--- src/design/jsc_pkg.sv ---
// Shared types, constants and helpers for the JPEG segment carver.
`default_nettype none
package jsc_pkg;

  // Marker and byte constants
  localparam logic [7:0]  BYTE_FF    = 8'hFF;
  localparam logic [7:0]  MARK_SOI   = 8'hD8;
  localparam logic [7:0]  MARK_APP0  = 8'hE0;
  localparam logic [7:0]  MARK_APP1  = 8'hE1;
  localparam logic [7:0]  MARK_SOS   = 8'hDA;
  localparam logic [15:0] EOI_PAIR   = 16'hFFD9;

  // Register file
  localparam int          MAX_SCAN_W     = 24;
  localparam int          SCAN_COUNT_DEF = 24;
  localparam logic [MAX_SCAN_W-1:0] MAX_SCAN_RESET = MAX_SCAN_W'(8 * 1024 * 1024);
  localparam logic        REQ_APP_RESET  = 1'b1;

  typedef enum logic {
    REG_REQUIRE_APP = 1'b0,
    REG_MAX_SCAN    = 1'b1
  } reg_idx_e;

  // Request kinds
  localparam logic REQ_DATA = 1'b0;
  localparam logic REQ_END  = 1'b1;

  // Result status codes
  typedef enum logic [2:0] {
    ST_ONGOING   = 3'd0,
    ST_SAVED     = 3'd1,
    ST_BAD_INTRO = 3'd2,
    ST_NOT_APP   = 3'd3,
    ST_SCAN_LONG = 3'd4,
    ST_PREMATURE = 3'd5
  } status_e;

  // Parser phases
  typedef enum logic [2:0] {
    PH_IDLE   = 3'd0,
    PH_INTRO  = 3'd1,
    PH_MARKER = 3'd2,
    PH_LENHI  = 3'd3,
    PH_LENLO  = 3'd4,
    PH_BODY   = 3'd5,
    PH_SCAN   = 3'd6
  } phase_e;

  // Up to four results come out of one item
  localparam int MAX_RES   = 4;
  localparam int RES_IDX_W = $clog2(MAX_RES);
  localparam int RES_CNT_W = $clog2(MAX_RES + 1);

  // Queue between parser and output sequencer
  localparam int QUEUE_DEPTH = 4;

  typedef struct packed {
    logic [7:0] out_byte;
    logic       byte_valid;
    logic [2:0] status;
  } res_t;

  // One parsed item: its results and the file number they carry
  typedef struct packed {
    res_t [MAX_RES-1:0]   res;
    logic [RES_CNT_W-1:0] count;
    logic [15:0]          file_number;
  } op_t;

  function automatic res_t mk_res(logic [7:0] b, logic v, status_e st);
    res_t r;
    r.out_byte   = b;
    r.byte_valid = v;
    r.status     = st;
    return r;
  endfunction

endpackage
`default_nettype wire

--- src/design/jsc_if.sv ---
// Valid/ready channel interfaces for carver input and output items.
`default_nettype none
interface jsc_in_if;
  logic       valid;
  logic       ready;
  logic       req_type;
  logic [7:0] data_byte;
  logic       first_after_soi;

  modport source (output valid, req_type, data_byte, first_after_soi, input ready);
  modport sink   (input valid, req_type, data_byte, first_after_soi, output ready);
endinterface

interface jsc_out_if;
  logic        valid;
  logic        ready;
  logic [7:0]  out_byte;
  logic        byte_valid;
  logic [2:0]  status;
  logic [15:0] file_number;
  logic        last_result;

  modport source (output valid, out_byte, byte_valid, status, file_number, last_result,
                  input ready);
  modport sink   (input valid, out_byte, byte_valid, status, file_number, last_result,
                  output ready);
endinterface
`default_nettype wire

--- src/design/jpeg_segment_carver_unit.sv ---
// Top level of the JPEG segment carver: parser, group queue and output sequencer.
//
//  channel   | dir | payload                                                | handshake
//  ----------+-----+--------------------------------------------------------+-------------
//  in_ch_i   | in  | req_type, data_byte, first_after_soi                   | valid/ready
//  out_ch_o  | out | out_byte, byte_valid, status, file_number, last_result | valid/ready
//  cfg_*_i   | in  | cfg_idx_i, cfg_data_i                                  | cfg_we_i
//
// The parser takes one byte per cycle while the group queue has room.
// Each result is one output item; the first marker byte of a file yields four, so
// throughput is set by the sequencer, one result per cycle while out_ch_o is ready.
// Each item passes through the group queue and the output register before out_ch_o.
// Reset is asynchronous and active low; it returns the parser to idle and the
// registers to their defaults. A stalled output fills the queue and drops in_ch_i.ready.
`default_nettype none
module jpeg_segment_carver_unit #(
  parameter int SCAN_COUNT_BITS = jsc_pkg::SCAN_COUNT_DEF
) (
  input  wire logic                           clk_i,
  input  wire logic                           rst_ni,
  input  wire logic                           cfg_we_i,
  input  wire logic                           cfg_idx_i,
  input  wire logic [jsc_pkg::MAX_SCAN_W-1:0] cfg_data_i,
  jsc_in_if.sink                              in_ch_i,
  jsc_out_if.source                           out_ch_o
);
  import jsc_pkg::*;

  op_t  op;
  op_t  head;
  logic push;
  logic pop;
  logic full;
  logic empty;
  logic acc;

  assign in_ch_i.ready = !full;
  assign acc           = in_ch_i.valid && !full;

  jsc_front #(
    .SCAN_COUNT_BITS (SCAN_COUNT_BITS)
  ) u_front (
    .clk_i             (clk_i),
    .rst_ni            (rst_ni),
    .cfg_we_i          (cfg_we_i),
    .cfg_idx_i         (cfg_idx_i),
    .cfg_data_i        (cfg_data_i),
    .acc_i             (acc),
    .req_type_i        (in_ch_i.req_type),
    .data_byte_i       (in_ch_i.data_byte),
    .first_after_soi_i (in_ch_i.first_after_soi),
    .op_o              (op),
    .push_o            (push)
  );

  jsc_fifo u_fifo (
    .clk_i       (clk_i),
    .rst_ni      (rst_ni),
    .push_i      (push),
    .push_data_i (op),
    .full_o      (full),
    .pop_i       (pop),
    .head_o      (head),
    .empty_o     (empty)
  );

  jsc_back u_back (
    .clk_i   (clk_i),
    .rst_ni  (rst_ni),
    .head_i  (head),
    .empty_i (empty),
    .pop_o   (pop),
    .out_o   (out_ch_o)
  );

`ifndef ASSERT_OFF
  // A pushed group holds between one and four results
  assert property (@(posedge clk_i) disable iff (!rst_ni)
    push |-> (op.count != '0) && (op.count <= RES_CNT_W'(MAX_RES)))
    else $error("result group count out of range");

  // The sequencer never pops an empty queue
  assert property (@(posedge clk_i) disable iff (!rst_ni) pop |-> !empty)
    else $error("pop from empty queue");

  // A saved file ends on the D9 byte of the end mark
  assert property (@(posedge clk_i) disable iff (!rst_ni)
    (out_ch_o.valid && (out_ch_o.status == ST_SAVED)) |->
      (out_ch_o.byte_valid && (out_ch_o.out_byte == 8'hD9) && out_ch_o.last_result))
    else $error("saved status without end mark byte");

  // An abandoned candidate carries no file byte
  assert property (@(posedge clk_i) disable iff (!rst_ni)
    (out_ch_o.valid && (out_ch_o.status == ST_PREMATURE)) |->
      (!out_ch_o.byte_valid && (out_ch_o.out_byte == 8'h00)))
    else $error("premature end result carries a byte");
`endif

endmodule
`default_nettype wire

--- src/design/jsc_front.sv ---
// Parser front end: holds segment state and turns each item into a result group.
`default_nettype none
module jsc_front #(
  parameter int SCAN_COUNT_BITS = jsc_pkg::SCAN_COUNT_DEF
) (
  input  wire logic                           clk_i,
  input  wire logic                           rst_ni,
  input  wire logic                           cfg_we_i,
  input  wire logic                           cfg_idx_i,
  input  wire logic [jsc_pkg::MAX_SCAN_W-1:0] cfg_data_i,
  input  wire logic                           acc_i,
  input  wire logic                           req_type_i,
  input  wire logic [7:0]                     data_byte_i,
  input  wire logic                           first_after_soi_i,
  output jsc_pkg::op_t                        op_o,
  output logic                                push_o
);
  import jsc_pkg::*;

  localparam int CW    = SCAN_COUNT_BITS;
  localparam int CMP_W = (CW > MAX_SCAN_W) ? CW : MAX_SCAN_W;

  logic                  cfg_app_q;
  logic [MAX_SCAN_W-1:0] cfg_max_q;

  phase_e        phase_q, phase_d;
  logic          fmp_q, fmp_d;
  logic [7:0]    marker_q, marker_d;
  logic [7:0]    lenhi_q, lenhi_d;
  logic [15:0]   body_q, body_d;
  logic [15:0]   last2_q, last2_d;
  logic [CW-1:0] scan_q, scan_d;
  logic [15:0]   filecnt_q, filecnt_d;

  phase_e        eff_phase;
  logic          fmp_eff;
  logic          start;
  logic          abort_end;
  logic          app_bad;
  logic [15:0]   seg_len;
  logic [15:0]   body_len;
  logic [15:0]   body_dec;
  logic [15:0]   last2_new;
  logic [CW-1:0] scan_inc;
  logic          scan_over;
  logic          eoi_seen;

  // Write configuration registers
  always_ff @(posedge clk_i or negedge rst_ni) begin
    if (!rst_ni) begin
      cfg_app_q <= REQ_APP_RESET;
      cfg_max_q <= MAX_SCAN_RESET;
    end else if (cfg_we_i) begin
      unique case (reg_idx_e'(cfg_idx_i))
        REG_REQUIRE_APP: cfg_app_q <= cfg_data_i[0];
        REG_MAX_SCAN:    cfg_max_q <= cfg_data_i;
        default:         cfg_app_q <= cfg_app_q;
      endcase
    end
  end

  // Classify the incoming byte
  assign start     = (req_type_i == REQ_DATA) && first_after_soi_i;
  assign eff_phase = start ? PH_INTRO : phase_q;
  assign fmp_eff   = start | fmp_q;
  assign abort_end = (phase_q != PH_IDLE) && ((req_type_i == REQ_END) || start);
  assign app_bad   = cfg_app_q && (data_byte_i != MARK_APP0) && (data_byte_i != MARK_APP1);
  assign seg_len   = {lenhi_q, data_byte_i};
  assign body_len  = (seg_len < 16'd2) ? 16'd0 : seg_len - 16'd2;
  assign body_dec  = body_q - 16'd1;
  assign last2_new = {last2_q[7:0], data_byte_i};
  assign scan_inc  = (scan_q != {CW{1'b1}}) ? scan_q + CW'(1) : scan_q;
  assign scan_over = CMP_W'(scan_inc) > CMP_W'(cfg_max_q);
  assign eoi_seen  = (last2_new == EOI_PAIR);

  // Next state of the parser
  always_comb begin
    phase_d   = phase_q;
    fmp_d     = fmp_q;
    marker_d  = marker_q;
    lenhi_d   = lenhi_q;
    body_d    = body_q;
    last2_d   = last2_q;
    scan_d    = scan_q;
    filecnt_d = filecnt_q;
    if (acc_i) begin
      if (req_type_i == REQ_END) begin
        phase_d = PH_IDLE;
      end else begin
        if (start) begin
          fmp_d = 1'b1;
        end
        unique case (eff_phase)
          PH_INTRO: begin
            phase_d = (data_byte_i == BYTE_FF) ? PH_MARKER : PH_IDLE;
          end
          PH_MARKER: begin
            if (fmp_eff && app_bad) begin
              phase_d = PH_IDLE;
            end else begin
              fmp_d    = 1'b0;
              marker_d = data_byte_i;
              phase_d  = PH_LENHI;
            end
          end
          PH_LENHI: begin
            lenhi_d = data_byte_i;
            phase_d = PH_LENLO;
          end
          PH_LENLO, PH_BODY: begin
            body_d = (eff_phase == PH_LENLO) ? body_len : body_dec;
            if (body_d != 16'd0) begin
              phase_d = PH_BODY;
            end else if (marker_q == MARK_SOS) begin
              phase_d = PH_SCAN;
              last2_d = '0;
              scan_d  = '0;
            end else begin
              phase_d = PH_INTRO;
            end
          end
          PH_SCAN: begin
            last2_d = last2_new;
            scan_d  = scan_inc;
            if (scan_over) begin
              phase_d = PH_IDLE;
            end else if (eoi_seen) begin
              phase_d   = PH_IDLE;
              filecnt_d = filecnt_q + 16'd1;
            end
          end
          default: phase_d = PH_IDLE;
        endcase
      end
    end
  end

  // Build the result group for this item
  always_comb begin
    logic [RES_CNT_W-1:0] cnt;
    cnt              = '0;
    op_o.res         = '0;
    op_o.file_number = filecnt_q;
    if (abort_end) begin
      op_o.res[cnt[RES_IDX_W-1:0]] = mk_res(8'h00, 1'b0, ST_PREMATURE);
      cnt = cnt + 1'b1;
    end
    if (req_type_i == REQ_DATA) begin
      unique case (eff_phase)
        PH_INTRO: begin
          if (data_byte_i != BYTE_FF) begin
            op_o.res[cnt[RES_IDX_W-1:0]] = mk_res(8'h00, 1'b0, ST_BAD_INTRO);
            cnt = cnt + 1'b1;
          end
        end
        PH_MARKER: begin
          if (fmp_eff && app_bad) begin
            op_o.res[cnt[RES_IDX_W-1:0]] = mk_res(8'h00, 1'b0, ST_NOT_APP);
            cnt = cnt + 1'b1;
          end else begin
            if (fmp_eff) begin
              op_o.res[cnt[RES_IDX_W-1:0]] = mk_res(BYTE_FF, 1'b1, ST_ONGOING);
              cnt = cnt + 1'b1;
              op_o.res[cnt[RES_IDX_W-1:0]] = mk_res(MARK_SOI, 1'b1, ST_ONGOING);
              cnt = cnt + 1'b1;
            end
            op_o.res[cnt[RES_IDX_W-1:0]] = mk_res(BYTE_FF, 1'b1, ST_ONGOING);
            cnt = cnt + 1'b1;
            op_o.res[cnt[RES_IDX_W-1:0]] = mk_res(data_byte_i, 1'b1, ST_ONGOING);
            cnt = cnt + 1'b1;
          end
        end
        PH_LENHI, PH_LENLO, PH_BODY: begin
          op_o.res[cnt[RES_IDX_W-1:0]] = mk_res(data_byte_i, 1'b1, ST_ONGOING);
          cnt = cnt + 1'b1;
        end
        PH_SCAN: begin
          if (scan_over) begin
            op_o.res[cnt[RES_IDX_W-1:0]] = mk_res(data_byte_i, 1'b1, ST_SCAN_LONG);
          end else if (eoi_seen) begin
            op_o.res[cnt[RES_IDX_W-1:0]] = mk_res(data_byte_i, 1'b1, ST_SAVED);
          end else begin
            op_o.res[cnt[RES_IDX_W-1:0]] = mk_res(data_byte_i, 1'b1, ST_ONGOING);
          end
          cnt = cnt + 1'b1;
        end
        default: cnt = cnt;
      endcase
    end
    op_o.count = cnt;
    push_o     = acc_i && (cnt != '0);
  end

  // Advance parser state
  always_ff @(posedge clk_i or negedge rst_ni) begin
    if (!rst_ni) begin
      phase_q   <= PH_IDLE;
      fmp_q     <= 1'b0;
      marker_q  <= '0;
      lenhi_q   <= '0;
      body_q    <= '0;
      last2_q   <= '0;
      scan_q    <= '0;
      filecnt_q <= '0;
    end else begin
      phase_q   <= phase_d;
      fmp_q     <= fmp_d;
      marker_q  <= marker_d;
      lenhi_q   <= lenhi_d;
      body_q    <= body_d;
      last2_q   <= last2_d;
      scan_q    <= scan_d;
      filecnt_q <= filecnt_d;
    end
  end

endmodule
`default_nettype wire

--- src/design/jsc_fifo.sv ---
// Short queue of result groups between the parser and the output sequencer.
`default_nettype none
module jsc_fifo (
  input  wire logic         clk_i,
  input  wire logic         rst_ni,
  input  wire logic         push_i,
  input  wire jsc_pkg::op_t push_data_i,
  output logic              full_o,
  input  wire logic         pop_i,
  output jsc_pkg::op_t      head_o,
  output logic              empty_o
);
  import jsc_pkg::*;

  localparam int PTR_W = $clog2(QUEUE_DEPTH);

  op_t              mem [QUEUE_DEPTH];
  logic [PTR_W-1:0] wr_ptr_q, rd_ptr_q;
  logic [PTR_W:0]   count_q;

  assign full_o  = (count_q == (PTR_W + 1)'(QUEUE_DEPTH));
  assign empty_o = (count_q == '0);
  assign head_o  = mem[rd_ptr_q];

  // Store pushed groups
  always_ff @(posedge clk_i) begin
    if (push_i) begin
      mem[wr_ptr_q] <= push_data_i;
    end
  end

  // Advance pointers and occupancy
  always_ff @(posedge clk_i or negedge rst_ni) begin
    if (!rst_ni) begin
      wr_ptr_q <= '0;
      rd_ptr_q <= '0;
      count_q  <= '0;
    end else begin
      if (push_i) begin
        wr_ptr_q <= wr_ptr_q + 1'b1;
      end
      if (pop_i) begin
        rd_ptr_q <= rd_ptr_q + 1'b1;
      end
      unique case ({push_i, pop_i})
        2'b10:   count_q <= count_q + 1'b1;
        2'b01:   count_q <= count_q - 1'b1;
        default: count_q <= count_q;
      endcase
    end
  end

endmodule
`default_nettype wire

--- src/design/jsc_back.sv ---
// Output sequencer: steps through each queued group, one result item per cycle while out_o is ready.
`default_nettype none
module jsc_back (
  input  wire logic         clk_i,
  input  wire logic         rst_ni,
  input  wire jsc_pkg::op_t head_i,
  input  wire logic         empty_i,
  output logic              pop_o,
  jsc_out_if.source         out_o
);
  import jsc_pkg::*;

  logic [RES_IDX_W-1:0] idx_q;
  logic                 ov_q;
  res_t                 res_q;
  logic [15:0]          fnum_q;
  logic                 last_q;
  logic                 load;
  logic                 at_last;

  assign load    = !empty_i && (!ov_q || out_o.ready);
  assign at_last = (RES_CNT_W'(idx_q) + 1'b1) == head_i.count;
  assign pop_o   = load && at_last;

  // Step through the head group
  always_ff @(posedge clk_i or negedge rst_ni) begin
    if (!rst_ni) begin
      idx_q <= '0;
      ov_q  <= 1'b0;
    end else begin
      if (load) begin
        idx_q <= at_last ? '0 : idx_q + 1'b1;
        ov_q  <= 1'b1;
      end else if (out_o.ready) begin
        ov_q  <= 1'b0;
      end
    end
  end

  // Hold the output item
  always_ff @(posedge clk_i) begin
    if (load) begin
      res_q  <= head_i.res[idx_q];
      fnum_q <= head_i.file_number;
      last_q <= at_last;
    end
  end

  assign out_o.valid       = ov_q;
  assign out_o.out_byte    = res_q.out_byte;
  assign out_o.byte_valid  = res_q.byte_valid;
  assign out_o.status      = res_q.status;
  assign out_o.file_number = fnum_q;
  assign out_o.last_result = last_q;

endmodule
`default_nettype wire
--- src/flat_wrapper.sv ---
// flat-port wrapper written by rule: the top's interface ports become plain ports
module jpeg_segment_carver_unit_flat import jsc_pkg::*;
#(
  parameter int SCAN_COUNT_BITS = jsc_pkg::SCAN_COUNT_DEF
)
  (clk_i, rst_ni, cfg_we_i, cfg_idx_i, cfg_data_i, in_ch_i_valid, in_ch_i_req_type, in_ch_i_data_byte, in_ch_i_first_after_soi, in_ch_i_ready, out_ch_o_valid, out_ch_o_out_byte, out_ch_o_byte_valid, out_ch_o_status, out_ch_o_file_number, out_ch_o_last_result, out_ch_o_ready);
  jsc_in_if in_ch_i_i ();
  jsc_out_if out_ch_o_i ();
  input  wire logic clk_i;
  input  wire logic rst_ni;
  input  wire logic cfg_we_i;
  input  wire logic cfg_idx_i;
  input  wire logic [jsc_pkg::MAX_SCAN_W-1:0] cfg_data_i;
  input wire logic [$bits(in_ch_i_i.valid)-1:0] in_ch_i_valid;
  input wire logic [$bits(in_ch_i_i.req_type)-1:0] in_ch_i_req_type;
  input wire logic [$bits(in_ch_i_i.data_byte)-1:0] in_ch_i_data_byte;
  input wire logic [$bits(in_ch_i_i.first_after_soi)-1:0] in_ch_i_first_after_soi;
  output wire logic [$bits(in_ch_i_i.ready)-1:0] in_ch_i_ready;
  output wire logic [$bits(out_ch_o_i.valid)-1:0] out_ch_o_valid;
  output wire logic [$bits(out_ch_o_i.out_byte)-1:0] out_ch_o_out_byte;
  output wire logic [$bits(out_ch_o_i.byte_valid)-1:0] out_ch_o_byte_valid;
  output wire logic [$bits(out_ch_o_i.status)-1:0] out_ch_o_status;
  output wire logic [$bits(out_ch_o_i.file_number)-1:0] out_ch_o_file_number;
  output wire logic [$bits(out_ch_o_i.last_result)-1:0] out_ch_o_last_result;
  input wire logic [$bits(out_ch_o_i.ready)-1:0] out_ch_o_ready;
  assign in_ch_i_i.valid = in_ch_i_valid;
  assign in_ch_i_i.req_type = in_ch_i_req_type;
  assign in_ch_i_i.data_byte = in_ch_i_data_byte;
  assign in_ch_i_i.first_after_soi = in_ch_i_first_after_soi;
  assign in_ch_i_ready = in_ch_i_i.ready;
  assign out_ch_o_valid = out_ch_o_i.valid;
  assign out_ch_o_out_byte = out_ch_o_i.out_byte;
  assign out_ch_o_byte_valid = out_ch_o_i.byte_valid;
  assign out_ch_o_status = out_ch_o_i.status;
  assign out_ch_o_file_number = out_ch_o_i.file_number;
  assign out_ch_o_last_result = out_ch_o_i.last_result;
  assign out_ch_o_i.ready = out_ch_o_ready;
  jpeg_segment_carver_unit #(.SCAN_COUNT_BITS(SCAN_COUNT_BITS)) u_core (.clk_i(clk_i), .rst_ni(rst_ni), .cfg_we_i(cfg_we_i), .cfg_idx_i(cfg_idx_i), .cfg_data_i(cfg_data_i), .in_ch_i(in_ch_i_i), .out_ch_o(out_ch_o_i));
endmodule
--- config.mk ---
export PLATFORM = sky130hd
export DESIGN_NAME = jpeg_segment_carver_unit_flat
export DESIGN_NICKNAME = d
export VERILOG_FILES = /design/src/design/jsc_pkg.sv /design/src/design/jsc_if.sv /design/src/design/jpeg_segment_carver_unit.sv /design/src/design/jsc_front.sv /design/src/design/jsc_fifo.sv /design/src/design/jsc_back.sv /design/src/flat_wrapper.sv
export SDC_FILE = /design/constraint.sdc
export NUM_CORES = 1
export LEC_CHECK = 0
export ABC_AREA = 1
export BUFFER_PORTS_ARGS = -buffer_cell sky130_fd_sc_hd__buf_2
export CORE_UTILIZATION = 35
export DETAILED_ROUTE_END_ITERATION = 12
export MAX_ROUTING_LAYER = met4
export PLACE_DENSITY = 0.55
export SLEW_MARGIN = 20
export SYNTH_ARGS = -nofsm -noshare
export SYNTH_HDL_FRONTEND = slang
export SYNTH_HIERARCHICAL = 1
export SYNTH_SLANG_ARGS = --single-unit
export TNS_END_PERCENT = 100
--- constraint.sdc ---
create_clock -name clk_i -period 3.66 [get_ports clk_i]
set_input_delay 0.549 -clock clk_i [delete_from_list [all_inputs] [get_ports clk_i]]
set_output_delay 0.549 -clock clk_i [all_outputs]
set_load 0.01 [all_outputs]
======== After elaboration in Yosys (flattened, before gate mapping) ========
Memory sizes are Yosys's and may differ from the RTL's.
Cells that the tools add are included.
storage, ports and cells
  word-level logic and storage cells ...... 184
  output and inout port bits .............. 31
  input bits .............................. 40
  memories ................................ 1
  RAM bits ................................ 268
  bits in registers ....................... 148
memory list
  memory             words  width  read ports  clocked after memory_dff  wr ports  RTL line        source
  u_core.u_fifo.mem  4      67     1           0                         1         jsc_fifo.sv:17  op_t mem [QUEUE_DEPTH];
cells by class
  multiplexer cells ....................... 61
  equal/unequal tests ..................... 20
  magnitude comparators ................... 11
  bitwise logic cells ..................... 20
  reductions and logical operators ........ 37
  add/subtract/negate cells ............... 14
operators with widths
  kind                   number
  $mux 48                9
  $bwmux 48              4
  $pmux 48 s4            1
  $demux 12 s2           4
  $mux 24                3
  $mux 12                5
  $pmux 24 s2            1
  $and 2x44->44          1
  $not 44->44            1
  $mux 3                 14
  $and 1x40->40          1
  $not 40->40            1
  $or 36x36->36          1
  $or 9x36->36 const A   1
  $mux 16                2
  $and 28x28->28         1
  $not 28->28            1
  $add 24x1->24 const B  1
  $bmux 12 s2            1
  $gt 24x24->1           1
  $ne 24x24->1 const B   1
  $ne 8x8->1 const B     3
  $not 12->12            2
  $or 20x20->20          1
  47 further kinds       102

======== Logic depth before layout (Yosys ltp) ========
Gate-level depths: netlist (run 1).
  depth in word-level cells ............... 21
  mapped depth ............................ 24
  gate-level depth less buffers ........... 23

======== Hierarchy ========
The synthesis (run 1) kept the hierarchy.
modules (own cells, without submodules)
  module                    cells an instance  sequential area each (µm²)  area an instance (µm²)  times used
  jsc_fifo                  831                8222.9                      11626.2                 1
  jsc_front                 1138               2730.1                      7764.9                  1
  jsc_back                  130                945.9                       1471.4                  1
  jpeg_segment_carver_unit  3                  0.0                         13.8                    1

======== Worst setup path after synthesis (run 1) ========
No wires, ideal clock.
  path type ............................... input to register
  from .................................... input port in_ch_i_data_byte[1]
  to ...................................... memory u_core/u_fifo/mem[0][0] (netlist bit), enable pin
  data arrival time ....................... 3691 ps
  path buffers ............................ 1
  slack ................................... -452 ps
  data required time ...................... 3239 ps
  library setup time ...................... 421 ps
  cell stages on the path ................. 16
  path through ............................ inv_2 -> nand2_2 -> nor2_1 -> nand3_1 -> nand3_2 -> inv_1 -> ha_1 -> or2_2 -> o2111ai_1 -> nand2_1 -> nand2_1 -> nor2_1 -> a21oi_1 -> clkbuf_1 -> nand2_1 -> inv_1
RTL lines
  element      RTL line            source
  from (decl)  flat_wrapper.sv:16  input wire logic [$bits(in_ch_i_i.data_byte)-1:0] in_ch_i_data_byte;
  to (decl)    jsc_fifo.sv:17

==> reports/summary.md, run 1 <==
### Floorplanning
* **height of the die** 246 um
* **Die Outline Area** 60600 um2
* **x dimension of the die** 246 um
* **Cell Rows** 89
* **core region area** 59000 um2
* **initial standard-cell utilization of the core** 35.4%
* **ports placed on the boundary** 71

### Power and ir drop
* **total leakage power** 10.2 nW
* **overall power consumption** 0.0139 W
* **net switching component of the power** 0.00448 W
* **Cell Pwr Density** 581 nW/um2
* **part of the power in the clock network** 33.5%
* **cell-internal power** 0.00938 W
* **Logic pwr share** 25.2%
* **worst ir drop on vdd** 417 uV
* **sequential share of power** 41.3%
* **switching part of the total power** 32.3%

### Synthesis
* **Synth Cell Area** 20900 um2
* **mean area per synthesized cell** 9.93 um2
* **number of enable flip-flop cells after synthesis** 297
* **synthesized-area fraction occupied by and/or/nand/nor cells** 17.9%
* **dominant combinational cell family by area after synthesis** simple AND/OR/NAND/NOR gates
* **compound-gate portion of the synthesized area** 12.0%
* **yosys synthesis warning count** 6
* **Gate Count Post-Synth** 2102
* **Most used DFF post-synth** edfxtp_1
* **Yosys reg bits** 416
* **proportion of synthesized area in mux cells** 0.162%
* **synthesized-area fraction occupied by xor and xnor cells** 1.85%
* **part of the Yosys area used for sequential elements** 57.0%
* **share of flip-flops with an asynchronous set or reset after synthesis** 28.6%
* **adder and majority cell fraction of the synthesized area** 2.37%
* **library cells used by synthesis** 54

### Global routing
* **global router's overall resource usage** 16.9%
* **final global-route overflow total** 0
* **vias in the first global route** 14208
* **first-pass GRT wire length** 78600 um
* **antenna violations before repair** 1
* **maximum number of pins on one net before global-route repair** 165

### STA
* **slack of the critical path** 250 ps
* **Least-Margin Pin Slew** 832 ps
* **final clock skew** 15.4 ps
* **achievable frequency** 293 MHz
* **relative slew slack** 44.6%
* **max-slew violation count** 0
* **Hold Violations, Final** 0
* **setup TNS** 0 ps
* **final critical-path required period** 3410 ps
* **total of endpoints with negative setup slack in the final report** 0
* **fraction of the cycle the final worst path needs** 93.2%

### Run
* **MaxCap Viol Count** 0

### Detailed routing
* **Initial DRC Count** 796
* **number of vias after detailed routing** 14588
* **Routed wire per std cell** 16.3 um
* **number of nets still failing antenna checks after routing** 0
* **via count normalized by instance count** 4.82
* **met3 wire length** 1950 um
* **top sig layer** met4
* **Met1 Wirelength** 22900 um
* **total met2 wirelength after detailed routing** 23300 um
* **Post-route DRC** 0
* **Pre-Repair DR Iteration Count** 6
* **total wire length** 49200 um

### Placed design
* **RePlAce Congestion** 0.873
* **count of input and output buffers** 70
* **detailed placement HPWL** 32600 um
* **Area after DPL** 22200 um2
* **worst setup slack before clock tree synthesis** -86.7 ps

### Final layout
* **cell area after layout** 23900 um2
* **number of nets in the finished design** 2293
* **Area growth syn-to-layout** 14.3%
* **Antenna Cells** 0
* **share of cells above drive strength 1** 17.4%

### Setup path
* **Reg2Reg Launch Point** u_core/u_front/scan_q[0]
* **Crit path arrival time** 3740 ps
* **Crit path buffers/inverters** 5
* **worst reg2reg setup slack** 250 ps
* **R2R depth** 22
* **capture point of the worst reg-to-reg path** u_core/u_fifo/mem[2][19]
* **endpoint kind of the worst setup timing path** register
* **cell breakdown of the critical path** ha_1 > nand2_1 > nor2_2 > buf_4 > nand4_1 > nor2_2 > inv_2 > buf_4 > nand2_1 > ha_1 > nand2_1 > o21ai_0 > a21oi_1 > or2_2 > nand2_1 > o21ai_2 > buf_4 > buf_4 > nand2_1 > nand3b_1 > nand2_1 > nand2_1
* **WS Path Type** reg2reg
* **top fanout value on the critical path** 10
* **Worst Setup Start Kind** register
* **required time at the worst-slack endpoint** 3990 ps
* **category of cells accounting for the largest share of critical-path delay** simple AND/OR/NAND/NOR gates
* **cell with the largest stage delay on the worst path** dfrtp_1
* **largest stage delay on the critical path** 380 ps
* **crit-path most repeated cell** nand2_1

### Clock network
* **clock-pin slew of the registers on the worst-case setup and hold paths** 60 ps
* **clk_lat worst skew** 590 ps
* **Hold Buf Count CTS** 0
* **clk sinks** 416
* **root buffer selected by CTS** clkbuf_16
* **CTS tree** yes
* **Bufs on Longest Clock Path** 3
* **number of buffers created by CTS** 48
* **H-Tree Level Count** 2

### Hold path
* **kind of path behind the tightest hold check** in2async

### Outcome
* **result of the run** completed

## power groups by stage
stage                     clock network (W)  logic [W]  registers [W]
after floorplan                           0    0.00288        0.00578
after global placement                    0    0.00350        0.00582
after detailed placement                  0    0.00354        0.00583
after CTS                           0.00479    0.00356        0.00573
after global routing                0.00495    0.00390        0.00577
final                               0.00465    0.00349        0.00572
## stage by stage
stage	utilization [%]	std cells	hold WS (ps)
2_1_floorplan	-	2108	253
3_3_place_gp	37.7	2935	457
3_5_place_dp	37.7	2935	460
4_1_cts	40.3	3022	43.1
5_1_grt	40.4	3024	90.8
6_report	40.4	3024	30.7
## cells by family after synthesis
| kind of cell | Yosys count |
|---|---|
| adder cells (fa/ha/maj) | 39 |
| flip-flops | 416 |
| AND/OR/NAND/NOR | 891 |
| AO/OA/AOI/OAI | 330 |
| multiplexers | 3 |
| other | 1 |
| XOR/XNOR | 44 |
| buffers and inverters | 378 |
## cell usage in the layout, fill, tap and decap left out, drive strengths merged, types with 3 or more instances in the layout
cell type / n
xor2: 29
clkinv: 17
xnor2: 15
nand4: 52
conb: 7
clkinvlp: 6
ha: 38
nand2: 559
or2: 3
o211ai: 137
nor4: 5
nand3: 62
o21ai: 94
a21oi: 79
a31oi: 3
o22ai: 13
mux2: 3
edfxtp: 297
nor3: 26
inv: 272
buf: 157
dfrtp: 117
clkbuf: 67
nor2: 178
## registers in the layout, indices dropped and copies added (netlist names), 3 cells and up
signal                           count
u_core/u_front/lenhi_q               8
u_core/u_back/out_o.status           3
u_core/u_back/out_o.out_byte         8
u_core/u_front/scan_q               24
u_core/u_back/out_o.file_number     16
u_core/u_front/body_q               16
u_core/u_fifo/count_q                3
u_core/u_front/cfg_max_q            24
u_core/u_front/filecnt_q            16
u_core/u_fifo/mem                  268
u_core/u_front/marker_q              8
u_core/u_front/phase_q               3
u_core/u_front/last2_q               8
## worst max path at each step
stage                                  start                            to  slack (ps)  cells past startpoint
floorplan           u_core/u_front/scan_q[0]  u_core/u_front/filecnt_q[11]          20                     21
detailed placement  u_core/u_front/scan_q[0]   u_core/u_front/filecnt_q[7]         -90                     22
finish              u_core/u_front/scan_q[0]      u_core/u_fifo/mem[2][19]         250                     22
global route        u_core/u_front/scan_q[0]      u_core/u_fifo/mem[3][19]          -2                     22
CTS                 u_core/u_front/scan_q[8]      u_core/u_fifo/mem[0][31]          20                     18
global placement    u_core/u_front/scan_q[0]   u_core/u_front/filecnt_q[7]        -100                     22
## final cells by class
class | instances | area (um2)
clock buffer | 67 | 1350
clock inverter | 20 | 165
fill | 5772 | 35200
inverter | 277 | 1070
multi-input combinational | 1314 | 7270
sequential | 416 | 11900
tap | 773 | 967
timing repair buffer | 157 | 1130
## cells in the mapped netlist (8+ instances only)
cell type / count / area share (%)
nor2_2: 9 / 0.27
nor2_1: 168 / 3.0
ha_1: 38 / 2.3
xnor2_1: 15 / 0.63
buf_2: 22 / 0.53
dfrtp_1: 117 / 14
nor3_1: 25 / 0.60
inv_1: 265 / 4.8
o21ai_1: 16 / 0.38
nand2_1: 551 / 9.9
buf_6: 32 / 1.7
buf_4: 13 / 0.47
o22ai_1: 11 / 0.33
o211ai_1: 46 / 1.7
nand3_1: 59 / 1.4
a21oi_1: 78 / 1.9
o21ai_0: 77 / 1.8
edfxtp_1: 297 / 43
nand4_1: 51 / 1.5
inv_2: 8 / 0.14
o211ai_2: 91 / 5.5
clkbuf_1: 25 / 0.45
xor2_1: 29 / 1.2
## metal layers
metal	vias to the layer above	GRT usage (%)
li1	7267	-
met1	6988	22.6
met2	263	26.9
met3	70	2.23
met4	0	4.60
met5	-	-
## repair_timing
item	4_1_cts	5_1_grt
setup buffers	0	2
gates resized for setup	2	21
pin swaps	0	2
setup endpoints to repair	13	31
Power figures use the tool's default switching activity.
==> run 2, diff against run 1 <==
--- a/config.mk
+++ b/config.mk
@@ -11,9 +11,9 @@
 export DETAILED_ROUTE_END_ITERATION = 12
 export MAX_ROUTING_LAYER = met4
 export PLACE_DENSITY = 0.55
+export REMOVE_ABC_BUFFERS = 1
 export SLEW_MARGIN = 20
 export SYNTH_ARGS = -nofsm -noshare
 export SYNTH_HDL_FRONTEND = slang
 export SYNTH_HIERARCHICAL = 1
 export SYNTH_SLANG_ARGS = --single-unit
-export TNS_END_PERCENT = 100
==> run 2 against run 1 <==
First-iteration DRC count up 1.8%. Count of clock-buffer cells in the layout did not move. Combinational power hardly changed. Critical path depth stayed put. Clock power up 5.2%. Largest cell class unchanged.
==> reports/summary.md, run 2 (synthesis gave the netlist of run 1 again) <==
### Final layout
* **commonest non-fill, non-tap cells in the layout** nand2_1 (550), edfxtp_1 (297), inv_1 (261)
* **share of cells above drive strength 1** 17.1%, -0.36 points
* **fraction of the core area covered by cells at the end of the flow** 40.6%, +0.18 points
* **number of nets in the finished design** 2285, -0.35%
* **Area growth syn-to-layout** 14.8%
* **largest registers ranked by flip-flop count** u_core/u_fifo/mem: 268 flops, u_core/u_front/cfg_max_q: 24 flops, u_core/u_front/scan_q: 24 flops
* **filler-free cell count of the finished design** 3019, -0.17%
* **register with the most flip-flops** u_core/u_fifo/mem
* **cell area after layout** 24000 um2, +0.46%
* **most common library cell in the layout ignoring fill and taps** nand2_1
* **number of flip-flops under the largest register name** 268, unchanged
* **Antenna Cells** 0, unchanged

### Power and ir drop
* **switching part of the total power** 31.7%, -0.62 points
* **part of the power in the clock network** 34.7%, +1.2 points
* **worst ir drop on vdd** 511 uV, +23%
* **cell-internal power** 0.00961 W, +2.4%
* **net switching component of the power** 0.00446 W, -0.45%
* **sequential share of power** 40.5%, -0.8 points
* **total leakage power** 10.3 nW, +0.48%
* **Logic pwr share** 24.7%, -0.5 points
* **Cell Pwr Density** 587 nW/um2, +1.0%

### Floorplanning
* **initial standard-cell utilization of the core** 35.4%, unchanged
* **Die Outline Area** 60600 um2, unchanged
* **core region area** 59000 um2, unchanged
* **ports placed on the boundary** 71, unchanged
* **Cell Rows** 89, unchanged
* **x dimension of the die** 246 um, unchanged
* **height of the die** 246 um, unchanged

### Global routing
* **first-pass GRT wire length** 77100 um, -1.9%
* **maximum number of pins on one net before global-route repair** 191, +16%
* **global router's overall resource usage** 16.6%, -0.31 points
* **vias in the first global route** 14073, -0.95%
* **antenna violations before repair** 0, -1
* **final global-route overflow total** 0, unchanged

### Clock network
* **number of buffers created by CTS** 48, unchanged
* **CTS tree** yes
* **Hold Buf Count CTS** 0, unchanged
* **H-Tree Level Count** 2, unchanged
* **root buffer selected by CTS** clkbuf_16
* **clk_lat worst skew** 590 ps, about the same
* **clk sinks** 416, unchanged
* **clock-pin slew of the registers on the worst-case setup and hold paths** 60 ps, about the same
* **Bufs on Longest Clock Path** 3, unchanged

### Outcome
* **result of the run** completed

### Hold path
* **kind of path behind the tightest hold check** in2async

### Detailed routing
* **Routed wire per std cell** 16.1 um, -1.2%
* **number of nets still failing antenna checks after routing** 0, unchanged
* **via count normalized by instance count** 4.82, about the same
* **Post-route DRC** 0, unchanged
* **Initial DRC Count** 810, +1.8%
* **number of vias after detailed routing** 14562, -0.18%
* **total wire length** 48500 um, -1.4%
* **Pre-Repair DR Iteration Count** 5, -1

### STA
* **Worst Hold Margin** 1.71 ps, -29.0 ps
* **relative slew slack** 32.1%, -12 points
* **setup TNS** 0 ps, unchanged
* **final critical-path required period** 3440 ps, +29.8 ps
* **final clock skew** 14.9 ps, -0.516 ps
* **max-slew violation count** 0, unchanged
* **Least-Margin Pin Slew** 1020 ps, +187 ps
* **total of endpoints with negative setup slack in the final report** 0, unchanged
* **fraction of the cycle the final worst path needs** 94.0%, +0.81 points
* **achievable frequency** 291 MHz, -0.87%
* **Hold Violations, Final** 0, unchanged

### Placed design
* **detailed placement HPWL** 31700 um, -3.0%
* **count of input and output buffers** 70, unchanged
* **Area after DPL** 22200 um2, -0.32%
* **RePlAce Congestion** 0.852, -2.4%
* **number of cells in the design after placement** 2921, -0.48%

### Setup path
* **Crit path arrival time** 3970 ps, +230 ps
* **top fanout value on the critical path** 13, +3
* **WS Path Type** reg2reg
* **Worst Setup Start Kind** register
* **required time at the worst-slack endpoint** 4190 ps, +200 ps
* **worst reg2reg setup slack** 220 ps, -30 ps
* **endpoint kind of the worst setup timing path** register

### Run
* **MaxCap Viol Count** 0, unchanged

-- run 2: changes by cell type in the layout (fill, tap and decap cells not counted), moves of 3 or more --
cell	before	now
inv_2	9	12
clkinvlp_4	6	1
clkinv_1	5	8
bufinv_16	2	5
buf_4	78	63
buf_12	10	14
clkinv_2	12	6
-- run 2: area by class of cell --
cell class | instances | area [um2]
clock buffer | 67 | 1350
clock inverter | 23 | 272
fill | 5724 | 35100
inverter | 277 | 1050
multi-input combinational | 1314 | 7270
sequential | 416 | 11900
tap | 773 | 967
timing repair buffer | 149 | 1150
-- run 2: final timing paths --
kind,to,depth (start not counted),startpoint
setup reg to reg,u_core/u_front/filecnt_q[10],22,u_core/u_front/scan_q[0]
hold reg to reg,u_core/u_front/last2_q[4],2,u_core/u_front/last2_q[4]
max in group asynchronous,u_core/u_front/lenhi_q[5],2,rst_ni
setup / recovery,u_core/u_front/filecnt_q[10],22,u_core/u_front/scan_q[0]
hold / removal,u_core/u_front/cfg_max_q[11],1,rst_ni
min in group clk_i,u_core/u_front/cfg_app_q,2,cfg_we_i
-- run 2: power groups by stage --
stage	registers (W)	logic [W]	clock network [W]
after floorplan	0.00617	0.00176	0
after global placement	0.00580	0.00349	0
after detailed placement	0.00580	0.00354	0
after CTS	0.00571	0.00356	0.00503
after global routing	0.00574	0.00390	0.00521
final	0.00570	0.00348	0.00489
-- run 2: metal layers --
metal  part of all wire [%]  wire, um  track usage [%]
met5                      0         0                -
met4                    2.2      1080             4.88
met3                    3.6      1760             2.43
met1                     46     22400             21.5
met2                     48     23300             26.9
-- run 2: critical path: stages (launching register included) --
cell,delay [ps]
dfrtp_1,400
ha_2,200
nand2_1,60
nor2_2,110
buf_4,150
nand4_1,110
nor2_2,190
inv_1,80
buf_6,150
buf_4,170
nand2_1,80
ha_1,250
nand2_2,90
nor2_2,50
nand2_1,70
o211ai_1,110
and2_1,170
o21ai_2,160
buf_6,140
nand2_1,70
nor2_1,360
nand3_1,120
nand2_1,80
-- run 2: metrics by stage --
| step | power [W] | setup slack [ps] |
|---|---|---|
| final | 0.0141 | 220 |
| after global routing | 0.0149 | -27.7 |
| after CTS | 0.0143 | 43.0 |
| after detailed placement | 0.00935 | -44.8 |
| after global placement | 0.00928 | 93.7 |
| after floorplan | 0.00793 | -3840 |
-- run 2: what timing repair did --
action                                  4_1_cts  5_1_grt
endpoints found under the hold margin         0        0
resized for setup                             1       25
gates cloned                                  0        1
pin swaps                                     0        6
endpoints found under the setup margin        9       29
setup buffers                                 0        7
